File: config.mk
export PLATFORM = sky130hd
export DESIGN_NAME = scms_ctrl
export DESIGN_NICKNAME = d
export VERILOG_FILES = /design/src/design/scms_pkg.sv /design/src/design/scms_ctrl.sv
export SDC_FILE = /design/constraint.sdc
export NUM_CORES = 1
export LEC_CHECK = 0
export ABC_AREA = 1
export ABC_CLOCK_PERIOD_IN_PS = 1400
export BUFFER_PORTS_ARGS = -buffer_cell sky130_fd_sc_hd__buf_2
export CAP_MARGIN = 15
export CELL_PAD_IN_SITES_DETAIL_PLACEMENT = 2
export CELL_PAD_IN_SITES_GLOBAL_PLACEMENT = 2
export CORE_ASPECT_RATIO = 1.4
export CORE_MARGIN = 10
export CORE_UTILIZATION = 25
export DETAILED_ROUTE_END_ITERATION = 16
export PLACE_DENSITY = 0.71
export SKIP_CTS_REPAIR_TIMING = 1
export SLEW_MARGIN = 20
export SYNTH_ARGS = -nofsm -noshare
export SYNTH_HDL_FRONTEND = slang
export SYNTH_SLANG_ARGS = --single-unit
File: constraint.sdc
create_clock -name clk -period 1.4 [get_ports clk]
set_input_delay 0.07 -clock clk [delete_from_list [all_inputs] [get_ports clk]]
set_output_delay 0.07 -clock clk [all_outputs]
set_load 0.005 [all_outputs]
File: src/design/scms_pkg.sv
// Shared types, codes and constants of the sector copy merge selector.
package scms_pkg;

	localparam int unsigned DEF_MAX_CYLINDERS   = 128;
	localparam int unsigned DEF_MAX_HEADS       = 2;
	localparam int unsigned DEF_MAX_SECTORS     = 32;
	localparam int unsigned DEF_MAX_REVOLUTIONS = 8;

	typedef enum logic [1:0] {
		FUNC_RECORD = 2'd0,
		FUNC_MERGE  = 2'd1,
		FUNC_QUERY  = 2'd2,
		FUNC_NONE   = 2'd3
	} func_t;

	localparam logic [1:0] ST_OK       = 2'd0;
	localparam logic [1:0] ST_RANGE    = 2'd1;
	localparam logic [1:0] ST_UNMERGED = 2'd2;

	localparam logic [1:0] CLS_GOOD    = 2'd0;
	localparam logic [1:0] CLS_BAD     = 2'd1;
	localparam logic [1:0] CLS_MISSING = 2'd2;

	localparam logic [2:0] REG_CYLINDERS   = 3'd0;
	localparam logic [2:0] REG_HEADS       = 3'd1;
	localparam logic [2:0] REG_SECTORS     = 3'd2;
	localparam logic [2:0] REG_REVOLUTIONS = 3'd3;
	localparam logic [2:0] REG_BYTES       = 3'd4;

	localparam logic [7:0]  RST_CYLINDERS   = 8'd80;
	localparam logic [1:0]  RST_HEADS       = 2'd2;
	localparam logic [5:0]  RST_SECTORS     = 6'd11;
	localparam logic [3:0]  RST_REVOLUTIONS = 4'd1;
	localparam logic [12:0] RST_BYTES       = 13'd512;

	localparam int unsigned FLAG_USED   = 0;
	localparam int unsigned FLAG_CRC1   = 1;
	localparam int unsigned FLAG_CRC2   = 2;
	localparam int unsigned FLAG_MERGED = 3;

	localparam logic [13:0] CNT_MAX = 14'h3FFF;
	localparam logic [24:0] OFS_MAX = 25'h1FF_FFFF;

	typedef struct packed {
		logic capture;
		logic rd;
		logic scan;
		logic wr;
		logic clr;
		logic fin;
	} cmd_t;

	typedef struct packed {
		func_t func;
		logic  req_ok;
		logic  scan_last;
		logic  clr_last;
	} sts_t;

endpackage

File: src/design/scms_ctrl.sv
// Controller state machine of the sector copy merge selector.
module scms_ctrl (
	input  logic          clk,
	input  logic          arst_n,
	input  logic          start,
	output logic          busy,
	output logic          done,
	input  scms_pkg::sts_t sts,
	output scms_pkg::cmd_t cmd
);
	import scms_pkg::*;

	typedef enum logic [6:0] {
		S_CLEAR = 7'b000_0001,
		S_IDLE  = 7'b000_0010,
		S_RD    = 7'b000_0100,
		S_SCAN  = 7'b000_1000,
		S_WR    = 7'b001_0000,
		S_QW    = 7'b010_0000,
		S_FIN   = 7'b100_0000
	} state_t;

	state_t state_q;
	state_t state_d;
	logic   done_q;

	always_comb begin
		state_d = state_q;
		unique case (state_q)
			S_CLEAR: begin
				if (sts.clr_last) begin
					state_d = S_IDLE;
				end
			end
			S_IDLE: begin
				if (start) begin
					state_d = S_RD;
				end
			end
			S_RD: begin
				if (!sts.req_ok) begin
					state_d = S_FIN;
				end else begin
					unique case (sts.func)
						FUNC_RECORD: state_d = S_WR;
						FUNC_MERGE:  state_d = S_SCAN;
						FUNC_QUERY:  state_d = S_QW;
						default:     state_d = S_FIN;
					endcase
				end
			end
			S_SCAN: begin
				if (sts.scan_last) begin
					state_d = S_WR;
				end
			end
			S_WR:    state_d = S_FIN;
			S_QW:    state_d = S_FIN;
			S_FIN:   state_d = S_IDLE;
			default: state_d = S_CLEAR;
		endcase
	end

	always_ff @(posedge clk or negedge arst_n) begin
		if (!arst_n) begin
			state_q <= S_CLEAR;
			done_q  <= 1'b0;
		end else begin
			state_q <= state_d;
			done_q  <= (state_q == S_FIN);
		end
	end

	assign busy        = (state_q != S_IDLE);
	assign done        = done_q;
	assign cmd.capture = start && (state_q == S_IDLE);
	assign cmd.rd      = (state_q == S_RD);
	assign cmd.scan    = (state_q == S_SCAN);
	assign cmd.wr      = (state_q == S_WR);
	assign cmd.clr     = (state_q == S_CLEAR);
	assign cmd.fin     = (state_q == S_FIN);

	a_done_single: assert property (@(posedge clk) disable iff (!arst_n)
		done_q |=> !done_q)
		else $error("result strobe held for more than one cycle");

	a_accept_reads: assert property (@(posedge clk) disable iff (!arst_n)
		(state_q == S_IDLE && start) |=> (state_q == S_RD))
		else $error("accepted word did not start a table read");

	a_write_valid: assert property (@(posedge clk) disable iff (!arst_n)
		cmd.wr |-> sts.req_ok)
		else $error("table written for a rejected request");

	a_scan_merge: assert property (@(posedge clk) disable iff (!arst_n)
		cmd.scan |-> (sts.func == FUNC_MERGE))
		else $error("copy scan running for a request that is not a merge");

endmodule

# Word-level counts from Yosys, hierarchy flattened
# Cells that the tools add are included.
# op_classes
n_addsub	0
multipliers	0
div_mod_pow	0
magnitude_cmp	0
n_eq_ne	13
shift	0
mux	6
bitwise_logic	0
n_reduce_logical	4
# op_table
op	count
7-bit case mux with 6 select lines	1
7-bit 2-to-1 mux	4
7-bit case mux with 3 select lines	1
7-bit by 1-bit equality test with 1-bit output (second input constant)	1
7-bit by 2-bit equality test with 1-bit output (second input constant)	1
7-bit by 3-bit equality test with 1-bit output (second input constant)	1
7-bit by 4-bit equality test with 1-bit output (second input constant)	1
7-bit by 5-bit equality test with 1-bit output (second input constant)	1
7-bit by 6-bit equality test with 1-bit output (second input constant)	1
7-bit equality test (second input constant)	1
7-bit by 2-bit inequality test with 1-bit output (second input constant)	1
2-bit inequality test (second input constant)	3
3-bit AND reduction	1
2-bit by 1-bit equality test with 1-bit output (second input constant)	1
2-bit equality test (second input constant)	1
2-bit logical NOT	1
2-bit OR reduction	1
1-bit logical AND	1
# totals
ff_bits	8
latch_bits	0
mem_bits_rw	0
mem_bits_ro	0
inputBits	8
out_inout_bits	8
elab_cells	25
memories	0

# Depth between registers and ports, before layout
# Gate-level depths: netlist of the first run.
# depth
ltp_word	4
mapped_depth	8
depth_no_buf	8

# Worst setup path after synthesis of the first run
# Ideal clock, no wire load.
# synth_path
kind	register to register
from	register state_q[0]
to	register state_q[2]
setup_time_ps	72
arrival_time_ps	1002
required_ps	1328
path_slack_ps	326
path_stages_with_launch	7
path_buffers	0
synth_period_minus_slack_ps	1074
path_cell_list	dfstp_2 > inv_1 > nand2_1 > nor2_1 > nand3b_1 > nand3_1 > nor2_1
# synth_via
elab_chain_len	3
elab_cells_between_ends	13
cone_classes	10 x eq/ne; 1 x mux; 2 x reduce/logical
# synth_lines
element	line_no	source
start: declaration	scms_ctrl.sv:23	state_t state_q;
start signal: assignment	scms_ctrl.sv:69	state_q <= state_d;
7-bit by 5-bit equality test with 1-bit output (tied with other cells)	scms_ctrl.sv:29	unique case (state_q)
2-bit OR reduction (no line) or 2-bit inequality test (tied branches)	-	
7-bit case mux with 6 select lines or 3-bit AND reduction (tied branches)	-	
# Parallel ways exist; a longest one is shown, timed or not.
# A chain may end at the register's enable or synchronous reset.

==> summary.md, run 1 <==
| Metric | Value |
|---|---|
| Outcome | finished with violations |
| Failing checks | hold timing |
| # diodes | 0 |
| Number of global-route vias before repair | 657 |
| Core ar. | 0.00213 sq mm |
| Largest net degree at the start of global routing | 9 |
| CP required | 1330 ps |
| H-Tree Level Count | 1 |
| Share of layout cells above drive strength 1 | 0.471 |
| Drt initial violations | 4 |
| WP data arrival | 1290 ps |
| Initial Util | 0.257 |
| FF/Latch Area | 201 sq um |
| Worst R2R Setup Slack | 130 ps |
| Area grow syn2layout | 37.8% |
| First-pass GRT wire length | 2.82 mm |
| WHS | -4.85 ps |
| Io pins | 16 |
| Slew headroom | 0.834 |
| Detailed Place HPWL | 1.45 mm |
| Worst Skew | 7.60 ps |
| Root Driver | clkbuf_4 |
| CTS clk-pin slew, worst paths | 60 ps |
| Ranking of synthesized cells by area | dfrtp_1 (32%), nand2_1 (14%), nor2_1 (8.2%), inv_1 (6.9%), dfstp_2 (4.8%) |
| Final Hold Fails | 1 |
| Post-route minimum period | 1360 ps |
| WS Path Type | reg -> out |
| Crit. End Element | output pin |
| Nets | 113 |
| Syn_area_per_cell | 6.92 sq um |
| Dpl cell area | 649 sq um |
| Seq cells post-synth | 8 |
| Clk sinks | 8 |
| # rows | 20 |
| Launch point of the worst path | state_q[4]$_DFFE_PN0P_ |
| Post-synthesis sequential area ratio | 0.368 |
| Routed WL | 1.79 mm |
| Unrepaired setup endpoints after global routing | yes |
| Syn. warnings | 0 |
| Finished Cell Area | 753 sq um |
| Final period util | 0.973 |
| Filler cells | 270 |
| Drc violations | 0 |
| Die width | 59.5 um |
| Hold Crit Class | in -> reg |
| R2R Path End | state_q[4]$_DFFE_PN0P_ |
| RR Startpoint | state_q[4]$_DFFE_PN0P_ |
| Die area | 0.00448 sq mm |
| Crit-path max FO | 7 |
| Port Buffers | 15 |
| Skew-Pair Late Insertion Delay | 270 ps |
| Drt via density | 4.67 |
| Die Span Y | 75.3 um |
| GR Overflow Total | 0 |
| Slew Viols, Final | 0 |
| Leakage power | 0.000419 uW |
| Routed vias | 588 |
| Hold depth | 2 |
| Combined area of the multi-input logic cells | 312 sq um |
| Synth top area share | 0.320 |
| RD Place Congestion | 0.806 |
| Distinct cells, synth | 18 |
| Net Count, Synth | 87 |
| DR pass1 iterations | 4 |
| Endpoints failing setup | 0 |
| Maximum clock frequency | 734 MHz |
| Final Util | 0.354 |
| Worst VDD drop | 0.394 mV |
| Number of routed nets with antenna violations | 0 |
| Max Cap Violations | 0 |
| Area leader, netlist | dfrtp_1 |
| TritonCTS buffer count | 3 |
| Initial antenna violation count | 0 |
| Pwr/cell area | 1470 mW/mm^2 |
| Pin slew with the least headroom to its limit | 249 ps |
| CTS tree | yes |
| Total track usage | 0.0867 |
| Mapped Cells | 79 |
| CTS Buffer Depth | 2 |
| Post-Syn Area | 547 sq um |
| Worst-case reg-to-reg path depth | 6 |
| Critical Path Sink | cmd[5] |
| CP Launch Type | flip-flop |
| Fin Setup TNS | 0 ps |
| DR WL/cell | 14.2 um |
## cell type report
class,instances,share of cell area
clock buffer,4,0.0349
inverter,17,0.0847
multi-input combinational,54,0.414
sequential,8,0.267
tap,22,0.0365
timing repair buffer,21,0.163
## synthesized netlist by cell type
cell type and n:
nor2_1 12, nor3_1 2, dfstp_2 1, dfrtp_1 7
nand2_1 21, a21oi_1 2, inv_2 6, nand2_4 2
clkinv_1 1, nor2_2 3, nand3_1 5, nand3b_1 1
nand2_2 2, nor2_8 1, o22ai_1 1, inv_1 10
nor4_2 1, o31ai_2 1
## kinds of logic after synthesis
logic type	count (synthesis)	share of synthesized area
AOI/OAI and AO/OA	4	0.0526
and+or+nand+nor	50	0.462
DFF	8	0.368
buffers and inverters	17	0.117
## critical path, cell delays in order, from the launching register on
cell	delay [ps]
dfrtp_1	410
inv_2	90
nand2_4	70
nor2_8	190
nand2_4	80
nor2_2	70
buf_2	110
## worst min-delay path by stage
| stage | startpoint | to | slack (ps) |
|---|---|---|---|
| 6_report | sts[3] | state_q[5]$_DFFE_PN0P_ | -5 |
| 5_1_grt | sts[3] | state_q[5]$_DFFE_PN0P_ | 20 |
| 4_1_cts | arst_n | state_q[5]$_DFFE_PN0P_ | -370 |
| 3_5_place_dp | arst_n | done$_DFF_PN0_ | -70 |
| 3_3_place_gp | arst_n | done$_DFF_PN0_ | -80 |
| 2_1_floorplan | arst_n | done$_DFF_PN0_ | -230 |
## through the flow
stage          power (uW)  setup slack, ps  instances  hold WS, ps
4_1_cts              1030            -18.3        120         -372
3_5_place_dp          802              130        116        -71.9
6_report             1100             37.3        126        -4.85
3_3_place_gp          780              168        116        -76.3
2_1_floorplan         644              326         79         -226
5_1_grt              1220            -35.2        126         20.0
## metal layers
metal	vias up	routed length, um	share of wire	GRT usage
li1	289	-	-	-
met1	282	620	0.35	0.0725
met2	12	1020	0.57	0.152
met3	5	75	0.042	0.0267
met4	0	77	0.043	0.0900
met5	-	0	0	0
## cells in the final DEF, fill, tap and decap left out
cell,count
nor3_1,2
o22ai_1,1
clkbuf_4,3
nand2_4,3
dfstp_2,1
nand3_2,1
o31ai_2,1
dlygate4sd3_1,1
nand2_2,4
nor2_1,9
nor2_8,1
inv_1,8
buf_2,15
clkbuf_1,1
nor4_2,1
inv_2,8
nor2_4,1
buf_4,5
clkinv_1,1
a21oi_1,2
nand3_1,4
nand3b_1,1
dfrtp_1,7
nand2_1,18
nor2_2,5
## power by group
group | switching, uW | total, uW | internal [uW]
combinational | 349 | 567 | 218
sequential | 43.9 | 330 | 286
clock | 96.9 | 207 | 110
## state kept, by name, indices dropped and copies added, names as in the netlist
signal	flops
state_q	7
done	1
Power figures use the tool's default switching activity.
==> run 2, diff against run 1 <==
--- a/config.mk
+++ b/config.mk
@@ -12,7 +12,7 @@
 export CELL_PAD_IN_SITES_DETAIL_PLACEMENT = 2
 export CELL_PAD_IN_SITES_GLOBAL_PLACEMENT = 2
 export CORE_ASPECT_RATIO = 1.4
-export CORE_MARGIN = 10
+export CORE_MARGIN = 5
 export CORE_UTILIZATION = 25
 export DETAILED_ROUTE_END_ITERATION = 16
 export PLACE_DENSITY = 0.71
==> run 2 against run 1 <==
Effect of this change: the flow now finishes without violations; critical path depth unchanged; final area grew 0.83%; clock skew fell by 1.6 ps; sequential share of layout area fell by 0.056 points; count of clock-buffer cells in the layout unchanged; combinational power decreased by 3%; clock power fell by 2%; sequential power about the same; worst setup slack better by 16 ps; die area fell by 28%; largest cell class unchanged; highest routed layer unchanged.
==> summary.md, run 2 (synthesis gave the netlist of run 1 again) <==
| Metric | Value |
|---|---|
| Outcome | completed (was finished with violations) |
| CTS clk-pin slew, worst paths | 60 ps (about the same) |
| H-Tree Level Count | 1 (unchanged) |
| Maximum clock frequency | 742 MHz (was 734 MHz) |
| WHS | 9.07 ps (was -4.85 ps) |
| Final period util | 0.962 (was 0.973) |
| Crit-path max FO | 7 (unchanged) |
| Most common cell after layout, fill and taps aside | nand2_1 (unchanged) |
| Io pins | 16 (unchanged) |
| Most frequent cells in the layout | nand2_1 (19), buf_2 (15), inv_1 (10) (was nand2_1 (18), buf_2 (15), nor2_1 (9)) |
| Slew headroom | 0.834 (about the same) |
| CP required | 1330 ps (about the same) |
| Number of global-route vias before repair | 653 (was 657) |
| Slew Viols, Final | 0 (unchanged) |
| Worst VDD drop | 0.469 mV (was 0.394 mV) |
| Max FFs per register | 7 (unchanged) |
| Fin Setup TNS | 0 ps (unchanged) |
| CTS tree | yes (unchanged) |
| FF/Latch Area | 203 sq um (was 201 sq um) |
| Drc violations | 0 (unchanged) |
| WP data arrival | 1280 ps (was 1290 ps) |
| Detailed Place HPWL | 1.35 mm (was 1.45 mm) |
| Share of layout cells above drive strength 1 | 0.447 (was 0.471) |
| Port Buffers | 15 (unchanged) |
| Area grow syn2layout | 38.9% (was 37.8%) |
| RD Place Congestion | 0.846 (was 0.806) |
| Max Cap Violations | 0 (unchanged) |
| Skew-Pair Late Insertion Delay | 270 ps (about the same) |
| Nets | 112 (was 113) |
| Clk sinks | 8 (unchanged) |
| # rows | 20 (unchanged) |
| Die Span Y | 65.3 um (was 75.3 um) |
| WS Path Type | reg -> out (unchanged) |
| # diodes | 0 (unchanged) |
| CTS Buffer Depth | 2 (unchanged) |
| Number of routed nets with antenna violations | 0 (unchanged) |
| TritonCTS buffer count | 3 (unchanged) |
| Comb power frac | 0.507 (was 0.513) |
| Root Driver | clkbuf_4 (unchanged) |
| DR pass1 iterations | 3 (was 4) |
| Filler cells | 259 (was 270) |
| Pin slew with the least headroom to its limit | 250 ps (was 249 ps) |
| P_sw | 475 uW (was 490 uW) |
| Unrepaired setup endpoints after global routing | yes (unchanged) |
| Top reg by flops | state_q (unchanged) |
| Combined area of the multi-input logic cells | 324 sq um (was 312 sq um) |
| Drt initial violations | 6 (was 4) |
| Switching Fraction | 0.439 (was 0.444) |
| Leakage power | 0.000418 uW (was 0.000419 uW) |
| Drt via density | 4.66 (was 4.67) |
| Die width | 49.5 um (was 59.5 um) |
| Sequential share of power | 0.306 (was 0.299) |
| Finished Cell Area | 759 sq um (was 753 sq um) |
| Worst Skew | 6.01 ps (was 7.60 ps) |
| Fraction of power consumed by the clock network | 0.187 (was 0.188) |
| Die area | 0.00324 sq mm (was 0.00448 sq mm) |
| Core ar. | 0.00213 sq mm (unchanged) |
| Initial antenna violation count | 0 (unchanged) |
| CP Launch Type | flip-flop (unchanged) |
| Routed WL | 1.59 mm (was 1.79 mm) |
| Total track usage | 0.110 (was 0.0867) |
| Initial Util | 0.257 (unchanged) |
| Crit. End Element | output pin (unchanged) |
| First-pass GRT wire length | 2.69 mm (was 2.82 mm) |
| Endpoints failing setup | 0 (unchanged) |
| Internal power | 606 uW (was 614 uW) |
| Hold Crit Class | in -> reg (unchanged) |
| Final Hold Fails | 0 (was 1) |
| Largest net degree at the start of global routing | 9 (unchanged) |
| DR WL/cell | 12.7 um (was 14.2 um) |
| Pwr/cell area | 1420 mW/mm^2 (was 1470 mW/mm^2) |
| Post-route minimum period | 1350 ps (was 1360 ps) |
| Routed vias | 583 (was 588) |
| GR Overflow Total | 0 (unchanged) |
| Final Util | 0.357 (was 0.354) |
| Dpl cell area | 649 sq um (unchanged) |
## run 2: cell types whose count changed in the layout (fill, tap and decap cells not counted), moves of 2 or more
| cell | delta |
|---|---|
| nor2_2 | -3 |
| inv_2 | -2 |
| inv_1 | +2 |
| nor2_4 | +3 |
## run 2: metrics by stage
step	worst slack, ps	power (uW)	std cells
finish	53.1	1080	125
detailed placement	142	788	116
floorplan	326	644	79
CTS	2.61	1000	120
global route	-39.4	1170	125
global placement	166	776	116
## run 2: worst max-delay path, cell delays in order, from the launching register on
cell and delay (ps):
dfrtp_1 400, inv_2 80, nand2_4 70, nor2_8 190
nand2_4 80, nor2_2 70, buf_2 110
## run 2: layout make-up
type                            instances  area share
Tap cell                               22      0.0362
Timing Repair Buffer                   20       0.152
Multi-Input combinational cell         54       0.427
Inverter                               17      0.0840
Clock buffer                            4      0.0346
Sequential cell                         8       0.267
## run 2: power by group through the flow
stage / sequential [uW] / combinational, uW / clock (uW)
2_1_floorplan: 323 / 321 / 0
5_1_grt: 339 / 610 / 223
3_5_place_dp: 334 / 455 / 0
6_report: 331 / 549 / 202
3_3_place_gp: 328 / 448 / 0
4_1_cts: 329 / 464 / 211
## run 2: final timing paths
| path | to | depth (start not counted) | startpoint | slack [ps] |
|---|---|---|---|---|
| worst max-delay path | cmd[5] | 6 | state_q[4]$_DFFE_PN0P_ | 50 |
| worst min-delay path | state_q[5]$_DFFE_PN0P_ | 2 | sts[3] | 9 |
| worst max register to register | state_q[2]$_DFFE_PN0P_ | 6 | state_q[4]$_DFFE_PN0P_ | 140 |
| worst min register to register | done$_DFF_PN0_ | 3 | state_q[1]$_DFFE_PN0P_ | 600 |
| max in group asynchronous | state_q[0]$_DFFE_PN1P_ | 2 | arst_n | 980 |
| min in group asynchronous | state_q[5]$_DFFE_PN0P_ | 2 | arst_n | 180 |
## run 2: routing by layer
metal / share of wire / GRT usage / wire length [um] / vias up
met2: 0.55 / 0.210 / 879 / 12
met3: 0.025 / 0.0159 / 39 / 5
met1: 0.38 / 0.0961 / 610 / 279
met4: 0.037 / 0.0885 / 58 / 0
met5: 0 / 0 / 0 / -
li1: - / - / - / 287
